===== src/sv/amcs_pkg.sv =====
// Shared types, codes and command/reply ROMs for the AT command modem sequencer.
// Used by every module of the block; has no dependencies of its own.
package amcs_pkg;

    // ROM geometry: longest command and longest expected reply, in bytes
    localparam int CMD_MAX   = 46;
    localparam int REPLY_MAX = 14;

    typedef logic [5:0] cmd_idx_t;
    typedef logic [3:0] reply_idx_t;
    typedef logic [2:0] slot_t;

    // command slots
    localparam slot_t SLOT_PROBE   = 3'd0;
    localparam slot_t SLOT_MODE    = 3'd1;
    localparam slot_t SLOT_RFCFG   = 3'd2;
    localparam slot_t SLOT_RXSTART = 3'd3;
    localparam slot_t SLOT_STOP    = 3'd4;
    localparam slot_t SLOT_RESET   = 3'd5;

    // input command codes
    localparam logic [1:0] CMD_TICK  = 2'd0;
    localparam logic [1:0] CMD_RX    = 2'd1;
    localparam logic [1:0] CMD_START = 2'd2;

    // reply status codes
    localparam logic [1:0] RS_NONE    = 2'd0;
    localparam logic [1:0] RS_DONE    = 2'd1;
    localparam logic [1:0] RS_TIMEOUT = 2'd2;
    localparam logic [1:0] RS_ERROR   = 2'd3;

    // configuration register indexes
    localparam logic [1:0] REG_TIMEOUT  = 2'd0;
    localparam logic [1:0] REG_INACTIVE = 2'd1;
    localparam logic [1:0] REG_RETRY    = 2'd2;
    localparam logic [1:0] REG_ECHO     = 2'd3;

    localparam logic [23:0] ELAPSED_MAX = 24'hFFFFFF;
    localparam logic [7:0]  CHAR_CR     = 8'h0D;
    localparam logic [7:0]  CHAR_LF     = 8'h0A;

    // sequence stages, one-hot
    typedef enum logic [14:0] {
        ST_IDLE      = 15'b000000000000001,
        ST_PROBE     = 15'b000000000000010,
        ST_PROBE_R   = 15'b000000000000100,
        ST_MODE      = 15'b000000000001000,
        ST_MODE_R    = 15'b000000000010000,
        ST_RFCFG     = 15'b000000000100000,
        ST_RFCFG_R   = 15'b000000001000000,
        ST_RXSTART   = 15'b000000010000000,
        ST_RXSTART_R = 15'b000000100000000,
        ST_RXWAIT    = 15'b000001000000000,
        ST_STOP      = 15'b000010000000000,
        ST_STOP_R    = 15'b000100000000000,
        ST_RESET     = 15'b001000000000000,
        ST_RESET_R   = 15'b010000000000000,
        ST_CLEANUP   = 15'b100000000000000
    } stage_t;

    // one unit of work handed from front to back
    typedef struct packed {
        logic       burst;      // emit the command text of slot
        slot_t      slot;
        logic       echo;       // console_valid of the result(s)
        logic [7:0] byte_val;   // console byte of a single result
        logic [1:0] status;
        logic [3:0] stage_code;
        logic       active;
    } job_t;

    typedef struct packed {
        logic [15:0] reply_timeout_ms;
        logic [22:0] inactive_limit_ms;
        logic [2:0]  retry_limit;
        logic        debug_echo;
    } cfg_t;

    typedef struct packed {
        logic full;
        logic empty;
    } q_status_t;

    // command text, left aligned and zero padded
    localparam logic [CMD_MAX*8-1:0] CMD_ROM_0 =
        {"AT", CHAR_CR, CHAR_LF, {42{8'h00}}};
    localparam logic [CMD_MAX*8-1:0] CMD_ROM_1 =
        {"AT+MODE=TEST", CHAR_CR, CHAR_LF, {32{8'h00}}};
    localparam logic [CMD_MAX*8-1:0] CMD_ROM_2 =
        {"AT+TEST=RFCFG,868,SF7,125,8,8,14,OFF,OFF,OFF", CHAR_CR, CHAR_LF};
    localparam logic [CMD_MAX*8-1:0] CMD_ROM_3 =
        {"AT+TEST=RXLRPKT", CHAR_CR, CHAR_LF, {29{8'h00}}};
    localparam logic [CMD_MAX*8-1:0] CMD_ROM_4 =
        {"AT+TEST=STOP", CHAR_CR, CHAR_LF, {32{8'h00}}};
    localparam logic [CMD_MAX*8-1:0] CMD_ROM_5 =
        {"AT+RESET", CHAR_CR, CHAR_LF, {36{8'h00}}};

    // expected reply prefixes
    localparam logic [REPLY_MAX*8-1:0] REPLY_ROM_0 = {"+AT: OK", {7{8'h00}}};
    localparam logic [REPLY_MAX*8-1:0] REPLY_ROM_1 = {"+MODE: TEST", {3{8'h00}}};
    localparam logic [REPLY_MAX*8-1:0] REPLY_ROM_2 = {"+TEST: RFCFG", {2{8'h00}}};
    localparam logic [REPLY_MAX*8-1:0] REPLY_ROM_3 = {"+TEST: RXLRPKT"};
    localparam logic [REPLY_MAX*8-1:0] REPLY_ROM_4 = {"+TEST: STOP", {3{8'h00}}};
    localparam logic [REPLY_MAX*8-1:0] REPLY_ROM_5 = {"+RESET: OK", {4{8'h00}}};

    function automatic cmd_idx_t cmd_len(slot_t s);
        case (s)
            SLOT_PROBE:   cmd_len = 6'd4;
            SLOT_MODE:    cmd_len = 6'd14;
            SLOT_RFCFG:   cmd_len = 6'd46;
            SLOT_RXSTART: cmd_len = 6'd17;
            SLOT_STOP:    cmd_len = 6'd14;
            SLOT_RESET:   cmd_len = 6'd10;
            default:      cmd_len = 6'd1;
        endcase
    endfunction

    function automatic logic [7:0] cmd_byte(slot_t s, cmd_idx_t idx);
        logic [CMD_MAX*8-1:0] row;
        case (s)
            SLOT_PROBE:   row = CMD_ROM_0;
            SLOT_MODE:    row = CMD_ROM_1;
            SLOT_RFCFG:   row = CMD_ROM_2;
            SLOT_RXSTART: row = CMD_ROM_3;
            SLOT_STOP:    row = CMD_ROM_4;
            SLOT_RESET:   row = CMD_ROM_5;
            default:      row = '0;
        endcase
        if (int'(idx) < CMD_MAX)
            cmd_byte = row[8*(CMD_MAX-1-int'(idx)) +: 8];
        else
            cmd_byte = 8'h00;
    endfunction

    function automatic reply_idx_t reply_len(slot_t s);
        case (s)
            SLOT_PROBE:   reply_len = 4'd7;
            SLOT_MODE:    reply_len = 4'd11;
            SLOT_RFCFG:   reply_len = 4'd12;
            SLOT_RXSTART: reply_len = 4'd14;
            SLOT_STOP:    reply_len = 4'd11;
            SLOT_RESET:   reply_len = 4'd10;
            default:      reply_len = 4'd0;
        endcase
    endfunction

    function automatic logic [7:0] reply_byte(slot_t s, reply_idx_t idx);
        logic [REPLY_MAX*8-1:0] row;
        case (s)
            SLOT_PROBE:   row = REPLY_ROM_0;
            SLOT_MODE:    row = REPLY_ROM_1;
            SLOT_RFCFG:   row = REPLY_ROM_2;
            SLOT_RXSTART: row = REPLY_ROM_3;
            SLOT_STOP:    row = REPLY_ROM_4;
            SLOT_RESET:   row = REPLY_ROM_5;
            default:      row = '0;
        endcase
        if (int'(idx) < REPLY_MAX)
            reply_byte = row[8*(REPLY_MAX-1-int'(idx)) +: 8];
        else
            reply_byte = 8'h00;
    endfunction

    // stage number as seen on the stage output
    function automatic logic [3:0] stage_code(stage_t s);
        case (s)
            ST_IDLE:      stage_code = 4'd0;
            ST_PROBE:     stage_code = 4'd1;
            ST_PROBE_R:   stage_code = 4'd2;
            ST_MODE:      stage_code = 4'd3;
            ST_MODE_R:    stage_code = 4'd4;
            ST_RFCFG:     stage_code = 4'd5;
            ST_RFCFG_R:   stage_code = 4'd6;
            ST_RXSTART:   stage_code = 4'd7;
            ST_RXSTART_R: stage_code = 4'd8;
            ST_RXWAIT:    stage_code = 4'd9;
            ST_STOP:      stage_code = 4'd10;
            ST_STOP_R:    stage_code = 4'd11;
            ST_RESET:     stage_code = 4'd12;
            ST_RESET_R:   stage_code = 4'd13;
            ST_CLEANUP:   stage_code = 4'd14;
            default:      stage_code = 4'd0;
        endcase
    endfunction

    function automatic logic is_send(stage_t s);
        case (s)
            ST_PROBE, ST_MODE, ST_RFCFG, ST_RXSTART, ST_STOP, ST_RESET:
                is_send = 1'b1;
            default:
                is_send = 1'b0;
        endcase
    endfunction

    function automatic logic is_reply(stage_t s);
        case (s)
            ST_PROBE_R, ST_MODE_R, ST_RFCFG_R, ST_RXSTART_R, ST_STOP_R, ST_RESET_R:
                is_reply = 1'b1;
            default:
                is_reply = 1'b0;
        endcase
    endfunction

    function automatic slot_t slot_of(stage_t s);
        case (s)
            ST_PROBE, ST_PROBE_R:     slot_of = SLOT_PROBE;
            ST_MODE, ST_MODE_R:       slot_of = SLOT_MODE;
            ST_RFCFG, ST_RFCFG_R:     slot_of = SLOT_RFCFG;
            ST_RXSTART, ST_RXSTART_R: slot_of = SLOT_RXSTART;
            ST_STOP, ST_STOP_R:       slot_of = SLOT_STOP;
            ST_RESET, ST_RESET_R:     slot_of = SLOT_RESET;
            default:                  slot_of = SLOT_PROBE;
        endcase
    endfunction

    // send stage -> its reply stage
    function automatic stage_t reply_of(slot_t s);
        case (s)
            SLOT_PROBE:   reply_of = ST_PROBE_R;
            SLOT_MODE:    reply_of = ST_MODE_R;
            SLOT_RFCFG:   reply_of = ST_RFCFG_R;
            SLOT_RXSTART: reply_of = ST_RXSTART_R;
            SLOT_STOP:    reply_of = ST_STOP_R;
            SLOT_RESET:   reply_of = ST_RESET_R;
            default:      reply_of = ST_IDLE;
        endcase
    endfunction

    // reply stage -> its send stage (resend)
    function automatic stage_t send_of(slot_t s);
        case (s)
            SLOT_PROBE:   send_of = ST_PROBE;
            SLOT_MODE:    send_of = ST_MODE;
            SLOT_RFCFG:   send_of = ST_RFCFG;
            SLOT_RXSTART: send_of = ST_RXSTART;
            SLOT_STOP:    send_of = ST_STOP;
            SLOT_RESET:   send_of = ST_RESET;
            default:      send_of = ST_IDLE;
        endcase
    endfunction

    // where a good reply leads
    function automatic stage_t done_next(slot_t s);
        case (s)
            SLOT_PROBE:   done_next = ST_MODE;
            SLOT_MODE:    done_next = ST_RFCFG;
            SLOT_RFCFG:   done_next = ST_RXSTART;
            SLOT_RXSTART: done_next = ST_RXWAIT;
            SLOT_STOP:    done_next = ST_RESET;
            SLOT_RESET:   done_next = ST_PROBE;
            default:      done_next = ST_IDLE;
        endcase
    endfunction

endpackage


===== src/sv/amcs_front.sv =====
// Front end: accepts input beats, runs the sequence stage machine and the reply
// matcher, and pushes one job per beat into the queue. Depends on amcs_pkg.
module amcs_front
(
    input  logic                  clk,
    input  logic                  rst_n,
    input  amcs_pkg::cfg_t        cfg,
    input  logic                  item_valid,
    output logic                  item_stall,
    input  logic [1:0]            command,
    input  logic [7:0]            rx_byte,
    input  amcs_pkg::q_status_t   q_status,
    output logic                  push,
    output amcs_pkg::job_t        job
);

    amcs_pkg::stage_t     stage_reg, stage_next;
    logic [2:0]           retries_reg, retries_next;
    logic [23:0]          elapsed_reg, elapsed_next;
    amcs_pkg::reply_idx_t count_reg, count_next;
    logic                 match_reg, match_next;
    logic                 nl_reg, nl_next;

    logic                 accept;
    logic [23:0]          elapsed_sat;
    amcs_pkg::slot_t      slot;
    amcs_pkg::reply_idx_t exp_len;
    logic [7:0]           exp_byte;
    logic [1:0]           status;

    assign item_stall = q_status.full;
    assign accept     = item_valid && !q_status.full;
    assign push       = accept;

    // shared lookups for the current stage
    assign slot        = amcs_pkg::slot_of(stage_reg);
    assign exp_len     = amcs_pkg::reply_len(slot);
    assign exp_byte    = amcs_pkg::reply_byte(slot, count_reg);
    assign elapsed_sat = (elapsed_reg == amcs_pkg::ELAPSED_MAX) ? elapsed_reg
                                                                : elapsed_reg + 24'd1;

    // reply verdict on a tick
    always_comb
    begin
        if (!nl_reg && (elapsed_sat < {8'd0, cfg.reply_timeout_ms}))
            status = amcs_pkg::RS_NONE;
        else if (!nl_reg)
            status = amcs_pkg::RS_TIMEOUT;
        else if ((count_reg != exp_len) || !match_reg)
            status = amcs_pkg::RS_ERROR;
        else
            status = amcs_pkg::RS_DONE;
    end

    // stage machine and job build
    always_comb
    begin
        stage_next   = stage_reg;
        retries_next = retries_reg;
        elapsed_next = elapsed_reg;
        count_next   = count_reg;
        match_next   = match_reg;
        nl_next      = nl_reg;

        job          = '0;
        job.slot     = slot;

        if (accept)
        begin
            case (command)
                amcs_pkg::CMD_START:
                begin
                    stage_next   = amcs_pkg::ST_PROBE;
                    retries_next = cfg.retry_limit;
                end
                amcs_pkg::CMD_RX:
                begin
                    if (stage_reg == amcs_pkg::ST_RXWAIT)
                    begin
                        elapsed_next = '0;
                        job.echo     = 1'b1;
                        job.byte_val = rx_byte;
                    end
                    else if (amcs_pkg::is_reply(stage_reg) && !nl_reg)
                    begin
                        if (count_reg < exp_len)
                        begin
                            if (exp_byte != rx_byte)
                                match_next = 1'b0;
                            count_next = count_reg + 4'd1;
                        end
                        if (rx_byte == amcs_pkg::CHAR_LF)
                            nl_next = 1'b1;
                        job.echo     = cfg.debug_echo;
                        job.byte_val = rx_byte;
                    end
                end
                amcs_pkg::CMD_TICK:
                begin
                    elapsed_next = elapsed_sat;
                    if (amcs_pkg::is_send(stage_reg))
                    begin
                        job.burst    = 1'b1;
                        job.echo     = cfg.debug_echo;
                        elapsed_next = '0;
                        count_next   = '0;
                        match_next   = 1'b1;
                        nl_next      = 1'b0;
                        stage_next   = amcs_pkg::reply_of(slot);
                    end
                    else if (amcs_pkg::is_reply(stage_reg))
                    begin
                        job.status = status;
                        if (status == amcs_pkg::RS_DONE)
                        begin
                            stage_next   = amcs_pkg::done_next(slot);
                            retries_next = cfg.retry_limit;
                        end
                        else if (status != amcs_pkg::RS_NONE)
                        begin
                            if (retries_reg != 3'd0)
                            begin
                                stage_next   = amcs_pkg::send_of(slot);
                                retries_next = retries_reg - 3'd1;
                            end
                            else
                            begin
                                stage_next = amcs_pkg::ST_CLEANUP;
                            end
                        end
                    end
                    else if ((stage_reg == amcs_pkg::ST_RXWAIT) &&
                             (elapsed_sat > {1'b0, cfg.inactive_limit_ms}))
                    begin
                        stage_next = amcs_pkg::ST_STOP;
                    end
                    else if (stage_reg == amcs_pkg::ST_CLEANUP)
                    begin
                        stage_next = amcs_pkg::ST_IDLE;
                    end
                end
                default:
                begin
                    // unknown command: no state change, empty result
                end
            endcase
        end

        job.stage_code = amcs_pkg::stage_code(stage_next);
        job.active     = (stage_next != amcs_pkg::ST_IDLE);
    end

    // sequence state
    always_ff @(posedge clk or negedge rst_n)
    begin
        if (!rst_n)
        begin
            stage_reg   <= amcs_pkg::ST_PROBE;
            retries_reg <= 3'd3;
            elapsed_reg <= '0;
            count_reg   <= '0;
            match_reg   <= 1'b1;
            nl_reg      <= 1'b0;
        end
        else
        begin
            stage_reg   <= stage_next;
            retries_reg <= retries_next;
            elapsed_reg <= elapsed_next;
            count_reg   <= count_next;
            match_reg   <= match_next;
            nl_reg      <= nl_next;
        end
    end

endmodule


===== src/sv/amcs_queue.sv =====
// Short job queue between front and back; each side stalls on its own.
// Register-based FIFO of amcs_pkg::job_t entries. Depends on amcs_pkg.
module amcs_queue
#(
    parameter int DEPTH = 4
)
(
    input  logic                  clk,
    input  logic                  rst_n,
    input  logic                  push,
    input  amcs_pkg::job_t        push_job,
    input  logic                  pop,
    output amcs_pkg::job_t        head_job,
    output amcs_pkg::q_status_t   status
);

    localparam int PTR_W = (DEPTH > 1) ? $clog2(DEPTH) : 1;
    localparam int CNT_W = $clog2(DEPTH + 1);

    amcs_pkg::job_t    entry_reg [DEPTH];
    logic [PTR_W-1:0]  wr_ptr_reg, wr_ptr_next;
    logic [PTR_W-1:0]  rd_ptr_reg, rd_ptr_next;
    logic [CNT_W-1:0]  count_reg, count_next;

    assign head_job     = entry_reg[rd_ptr_reg];
    assign status.full  = (count_reg == CNT_W'(DEPTH));
    assign status.empty = (count_reg == '0);

    // pointer wrap and fill count
    always_comb
    begin
        wr_ptr_next = wr_ptr_reg;
        rd_ptr_next = rd_ptr_reg;
        count_next  = count_reg;
        if (push)
            wr_ptr_next = (wr_ptr_reg == PTR_W'(DEPTH - 1)) ? '0 : wr_ptr_reg + 1'b1;
        if (pop)
            rd_ptr_next = (rd_ptr_reg == PTR_W'(DEPTH - 1)) ? '0 : rd_ptr_reg + 1'b1;
        if (push && !pop)
            count_next = count_reg + 1'b1;
        else if (pop && !push)
            count_next = count_reg - 1'b1;
    end

    always_ff @(posedge clk or negedge rst_n)
    begin
        if (!rst_n)
        begin
            wr_ptr_reg <= '0;
            rd_ptr_reg <= '0;
            count_reg  <= '0;
        end
        else
        begin
            wr_ptr_reg <= wr_ptr_next;
            rd_ptr_reg <= rd_ptr_next;
            count_reg  <= count_next;
        end
    end

    // payload storage, no reset
    always_ff @(posedge clk)
    begin
        if (push)
            entry_reg[wr_ptr_reg] <= push_job;
    end

endmodule


===== src/sv/amcs_back.sv =====
// Back end: expands queued jobs into result beats, stepping through the
// command ROM for sends, into a registered output stage. Depends on amcs_pkg.
module amcs_back
(
    input  logic                  clk,
    input  logic                  rst_n,
    input  amcs_pkg::job_t        head_job,
    input  amcs_pkg::q_status_t   q_status,
    output logic                  pop,
    output logic                  result_valid,
    input  logic                  result_stall,
    output logic                  modem_valid,
    output logic [7:0]            modem_byte,
    output logic                  console_valid,
    output logic [7:0]            console_byte,
    output logic [1:0]            reply_status,
    output logic [3:0]            stage,
    output logic                  active,
    output logic                  last
);

    amcs_pkg::cmd_idx_t idx_reg, idx_next;
    logic               valid_reg;
    logic               mv_reg, cv_reg, active_reg, last_reg;
    logic [7:0]         mb_reg, cb_reg;
    logic [1:0]         rs_reg;
    logic [3:0]         stage_reg;

    logic               load;
    logic               emit;
    logic               cur_last;
    logic [7:0]         cur_char;

    // output register frees up when empty or taken
    assign load     = !valid_reg || !result_stall;
    assign emit     = load && !q_status.empty;
    assign cur_char = amcs_pkg::cmd_byte(head_job.slot, idx_reg);
    assign cur_last = !head_job.burst ||
                      (idx_reg == (amcs_pkg::cmd_len(head_job.slot) - 6'd1));
    assign pop      = emit && cur_last;

    // byte counter across a send burst
    always_comb
    begin
        idx_next = idx_reg;
        if (emit)
            idx_next = cur_last ? '0 : idx_reg + 6'd1;
    end

    always_ff @(posedge clk or negedge rst_n)
    begin
        if (!rst_n)
        begin
            valid_reg <= 1'b0;
            idx_reg   <= '0;
        end
        else
        begin
            idx_reg <= idx_next;
            if (load)
                valid_reg <= !q_status.empty;
        end
    end

    // result payload
    always_ff @(posedge clk)
    begin
        if (emit)
        begin
            mv_reg     <= head_job.burst;
            mb_reg     <= head_job.burst ? cur_char : 8'h00;
            cv_reg     <= head_job.echo;
            if (!head_job.echo)
                cb_reg <= 8'h00;
            else
                cb_reg <= head_job.burst ? cur_char : head_job.byte_val;
            rs_reg     <= head_job.status;
            stage_reg  <= head_job.stage_code;
            active_reg <= head_job.active;
            last_reg   <= cur_last;
        end
    end

    assign result_valid  = valid_reg;
    assign modem_valid   = mv_reg;
    assign modem_byte    = mb_reg;
    assign console_valid = cv_reg;
    assign console_byte  = cb_reg;
    assign reply_status  = rs_reg;
    assign stage         = stage_reg;
    assign active        = active_reg;
    assign last          = last_reg;

endmodule


===== src/sv/at_command_modem_sequencer.sv =====
// AT command modem sequencer: front stage machine, job queue, result expander.
// An item's first result passes through its queue entry and then the output register.
// Throughput: one input beat per cycle while the queue is not full; results leave at one
// per cycle unless result_stall holds them, so a send tick (up to 46 command bytes) holds the
// output for one result per byte and the input stalls once QUEUE_DEPTH - 1 jobs wait behind it.
// Reset: config registers take their defaults, stage is probe, queue empty.
module at_command_modem_sequencer
#(
    parameter int QUEUE_DEPTH = 4
)
(
    input  logic        clk,
    input  logic        rst_n,
    // input channel
    input  logic        item_valid,
    output logic        item_stall,
    input  logic [1:0]  command,
    input  logic [7:0]  rx_byte,
    // result channel
    output logic        result_valid,
    input  logic        result_stall,
    output logic        modem_valid,
    output logic [7:0]  modem_byte,
    output logic        console_valid,
    output logic [7:0]  console_byte,
    output logic [1:0]  reply_status,
    output logic [3:0]  stage,
    output logic        active,
    output logic        last,
    // configuration write channel
    input  logic        cfg_valid,
    output logic        cfg_ready,
    input  logic [1:0]  cfg_index,
    input  logic [22:0] cfg_data
);

    amcs_pkg::cfg_t      cfg_reg;
    amcs_pkg::q_status_t q_status;
    amcs_pkg::job_t      push_job;
    amcs_pkg::job_t      head_job;
    logic                push;
    logic                pop;

    // configuration registers
    assign cfg_ready = 1'b1;

    always_ff @(posedge clk or negedge rst_n)
    begin
        if (!rst_n)
        begin
            cfg_reg.reply_timeout_ms  <= 16'd2000;
            cfg_reg.inactive_limit_ms <= 23'd5400000;
            cfg_reg.retry_limit       <= 3'd3;
            cfg_reg.debug_echo        <= 1'b1;
        end
        else if (cfg_valid && cfg_ready)
        begin
            case (cfg_index)
                amcs_pkg::REG_TIMEOUT:  cfg_reg.reply_timeout_ms  <= cfg_data[15:0];
                amcs_pkg::REG_INACTIVE: cfg_reg.inactive_limit_ms <= cfg_data;
                amcs_pkg::REG_RETRY:    cfg_reg.retry_limit       <= cfg_data[2:0];
                amcs_pkg::REG_ECHO:     cfg_reg.debug_echo        <= cfg_data[0];
                default:                cfg_reg                   <= cfg_reg;
            endcase
        end
    end

    amcs_front u_front
    (
        .clk        (clk),
        .rst_n      (rst_n),
        .cfg        (cfg_reg),
        .item_valid (item_valid),
        .item_stall (item_stall),
        .command    (command),
        .rx_byte    (rx_byte),
        .q_status   (q_status),
        .push       (push),
        .job        (push_job)
    );

    amcs_queue #(.DEPTH(QUEUE_DEPTH)) u_queue
    (
        .clk      (clk),
        .rst_n    (rst_n),
        .push     (push),
        .push_job (push_job),
        .pop      (pop),
        .head_job (head_job),
        .status   (q_status)
    );

    amcs_back u_back
    (
        .clk           (clk),
        .rst_n         (rst_n),
        .head_job      (head_job),
        .q_status      (q_status),
        .pop           (pop),
        .result_valid  (result_valid),
        .result_stall  (result_stall),
        .modem_valid   (modem_valid),
        .modem_byte    (modem_byte),
        .console_valid (console_valid),
        .console_byte  (console_byte),
        .reply_status  (reply_status),
        .stage         (stage),
        .active        (active),
        .last          (last)
    );

    // an accepted beat leaves a job in the queue
    a_push_lands: assert property (@(posedge clk) disable iff (!rst_n)
        item_valid && !item_stall |=> !q_status.empty)
        else $error("accepted beat did not reach the queue");

    // a taken command byte that is not the last is followed by the next one
    a_burst_continues: assert property (@(posedge clk) disable iff (!rst_n)
        result_valid && modem_valid && !last && !result_stall
        |=> result_valid && modem_valid)
        else $error("command burst broke off");

    // a reply verdict is a lone, silent result
    a_status_alone: assert property (@(posedge clk) disable iff (!rst_n)
        result_valid && (reply_status != amcs_pkg::RS_NONE)
        |-> !modem_valid && !console_valid && last)
        else $error("reply status rode on a data beat");

endmodule


===== config.mk =====
export PLATFORM = sky130hd
export DESIGN_NAME = at_command_modem_sequencer
export DESIGN_NICKNAME = d
export VERILOG_FILES = /design/src/sv/amcs_pkg.sv /design/src/sv/amcs_front.sv /design/src/sv/amcs_queue.sv /design/src/sv/amcs_back.sv /design/src/sv/at_command_modem_sequencer.sv
export SDC_FILE = /design/constraint.sdc
export NUM_CORES = 1
export LEC_CHECK = 0
export BUFFER_PORTS_ARGS = -buffer_cell sky130_fd_sc_hd__buf_2
export CORE_MARGIN = 2
export CORE_UTILIZATION = 65
export DETAILED_ROUTE_END_ITERATION = 8
export PLACE_DENSITY = 0.84
export SLEW_MARGIN = 20
export SYNTH_ARGS = -nofsm -noshare
export SYNTH_HDL_FRONTEND = slang
export SYNTH_SLANG_ARGS = --single-unit

===== constraint.sdc =====
create_clock -name clk -period 11.1 [get_ports clk]
set_input_delay 2.22 -clock clk [delete_from_list [all_inputs] [get_ports clk]]
set_output_delay 2.22 -clock clk [all_outputs]
set_load 0.005 [all_outputs]

==> impl_metrics.json <==
{
  "synth_edf_count": 105,
  "design_area_um2": 15500,
  "maxCapViolCount": 0,
  "layout-drive-gt1-share_pct": 15.6,
  "seqCellArea_um2": 5810,
  "slew-limit-headroom_pct": 25.9,
  "hold_violations": 0,
  "clk_latency_ns": 0.51,
  "die_w_um": 153,
  "post-route-period-util_pct": 58.6,
  "ys_top_cells_by_area": "edfxtp_1, dfrtp_1, ha_1",
  "syn_to_final_growth_pct": 8.15,
  "nets": 1648,
  "crit_slowest_cell": "nor2_1",
  "routedWlPerCell_um": 22.9,
  "firstDrtPassIters": 6,
  "dpl.hpwl_um": 30200,
  "core_area_um2": 21800,
  "cpPeakStageDelay_ns": 0.65,
  "ys_seq_area_share_pct": 40.5,
  "fill_cells": 1583,
  "status": "complete, no violations",
  "grt_max_degree": 75,
  "cp_top_family": "simple AND/OR/NAND/NOR gates",
  "syn_nets": 1626,
  "synthFlopType": "edfxtp_1",
  "cp_cell_sequence": "nor3_1 -> nand4b_1 -> a21o_1 -> and2_1 -> ha_1 -> o22ai_1 -> nor2_1 -> a21oi_1 -> or2_2 -> ha_1 -> nand2_1 -> nor3_2 -> o211ai_1 -> o211ai_1 -> a311oi_1 -> nor4b_4 -> and4_1 -> inv_2 -> o32ai_1",
  "rows": 54,
  "cp.required_ns": 11.34,
  "cp_max_fo": 17,
  "largest_register_ffs": 80,
  "setup_tns_ns": 0,
  "p_leak_uw": 0.00631,
  "clockBufferDepth": 3,
  "post_cts_resized": 0,
  "antenna_left": 0,
  "cts-root-buf": "clkbuf_16",
  "yosysTopAreaCell": "edfxtp_1",
  "synthDistinctLibCells": 107,
  "yosys-top-cells-count": "nand2_1, nor2_1, o21ai_0",
  "dp_cells": 1798,
  "clock-skew-final_ns": 0.0205,
  "drtIter0Drc": 1725,
  "totalWireLength_um": 42100,
  "gp_congestion": 1.05,
  "h-tree-depth": 1,
  "n_antenna_cell": 0,
  "rsz0062_at_grt": "false",
  "antenna_found_initial": 0,
  "fp.dieH_um": 153,
  "synth_cells": 1522,
  "viasPerCell": 6.98,
  "drv_slew": 0,
  "ys_ff_latch": 210,
  "path_class": "register to register",
  "postLayoutCoreUtil_pct": 71.4,
  "cts_buffers": 23,
  "num_vias": 12800,
  "cp_num_buf_inv": 1,
  "path_clk_slew_ns": 0.06,
  "synthArstFlopShare_pct": 50.0,
  "dpl_cell_area_um2": 14800,
  "startpoint_type": "register",
  "grt_pass1_wl_um": 66700,
  "setup_viol": 0,
  "synth.most_common_cell": "nand2_1",
  "post-route-min-period_ns": 6.51,
  "grt_pass1_vias": 12100,
  "instances_no_fill": 1840,
  "hp-class": "register to register",
  "yosysWarnings": 0,
  "cts_tree": "done",
  "p_per_area_nw_per_um2": 240,
  "die-area_um2": 23300,
  "initial_core_util_pct": 66.0,
  "cts_sinks": 210,
  "cts_hold_buf": 0,
  "grt_overflow_total": 0,
  "cp-end-kind": "register",
  "ir_drop_uv": 190,
  "post_cts_buffers": 0,
  "timing.fmax_ghz": 0.154,
  "finalWorstSetupSlack_ns": 4.59,
  "port-buffer-count": 66,
  "worst_pin_slew_ns": 1.11,
  "crit_arrival_ns": 6.75,
  "grt_usage_pct": 35.6,
  "multiInputGateArea_um2": 7910,
  "drc_errors": 0,
  "pin_count": 69,
  "synth_top_area_share_pct": 22.0,
  "pre_cts_ws_ns": 4.50,
  "syn_area_per_cell_um2": 9.43,
  "synth_area_um2": 14400
}
[worst reg2reg max path, cell delays in order, from the launching register on]
cell      delay, ns
dfrtp_1        0.62
nor3_1         0.17
nand4b_1       0.26
a21o_1         0.24
and2_1         0.24
ha_1           0.59
o22ai_1        0.30
nor2_1         0.65
a21oi_1        0.12
or2_2          0.30
ha_1           0.30
nand2_1        0.09
nor3_2         0.57
o211ai_1       0.28
o211ai_1       0.24
a311oi_1       0.12
nor4b_4        0.34
and4_1         0.34
inv_2          0.04
o32ai_1        0.46
[cell usage in the layout (no fill, tap or decap), types with 35 or more instances in the layout]
master	count
o21ai_0	106
a21oi_1	77
nor2_1	116
nand2_1	147
buf_2	65
inv_1	71
ha_1	63
nand3_1	48
mux2_2	35
nor3_1	40
dfrtp_1	83
edfxtp_1	105
[cell type report]
type                       count  share of cell area (%)
tap                          280                    2.26
multi-input combinational   1150                    50.9
clock buffer                  35                    4.19
inverter                      74                    1.79
clock inverter                 6                   0.338
timing repair buffer          85                    3.09
sequential                   210                    37.4
[power by group]
group | switching, uW | internal, uW | total [uW]
clock network | 300 | 425 | 725
registers | 122 | 1050 | 1170
logic | 1170 | 660 | 1830
total | 1590 | 2140 | 3730
[routing by layer]
metal | routed length (um) | up-vias | share of wire (%) | track usage [%]
met5 | 0 | - | 0 | 0
met4 | 1410 | 0 | 3.4 | 9.88
met3 | 4660 | 145 | 11 | 7.71
met2 | 19200 | 800 | 46 | 56.4
met1 | 16800 | 6151 | 40 | 49.9
li1 | - | 5751 | - | -
[cell families after synthesis]
| logic type | after synthesis | share of synthesized area [%] |
|---|---|---|
| AND/OR/NAND/NOR | 544 | 19.7 |
| other | 2 | 0.0523 |
| AO/OA/AOI/OAI | 422 | 20.0 |
| flip-flops | 210 | 40.5 |
| buffers and inverters | 162 | 4.53 |
| multiplexers | 65 | 6.41 |
| XOR/XNOR | 52 | 3.17 |
| adder cells (fa/ha/maj) | 65 | 5.70 |
[path summary, 6_finish.rpt]
path / end / depth (start not counted) / start / slack (ns)
max: u_queue.entry_reg[3][4] / 19 / u_front.stage_reg[12] / 4.59
min: cfg_reg[8] / 1 / cfg_reg[8] / 0.50
min in group asynchronous: cfg_reg[41] / 1 / rst_n / 1.64
max in group asynchronous: u_front.stage_reg[11] / 2 / rst_n / 8.16
max reg2reg: u_queue.entry_reg[3][4] / 19 / u_front.stage_reg[12] / 4.59
min reg2reg: cfg_reg[8] / 1 / cfg_reg[8] / 0.50
[metrics by stage]
step | power (uW) | hold slack (ns)
after floorplan | 2420 | 0.456
after global placement | 2890 | 0.472
after detailed placement | 2940 | 0.486
after CTS | 3680 | 0.508
after global routing | 3940 | 0.523
final | 3730 | 0.504
Note: power is estimated with default switching activity, not from simulation.
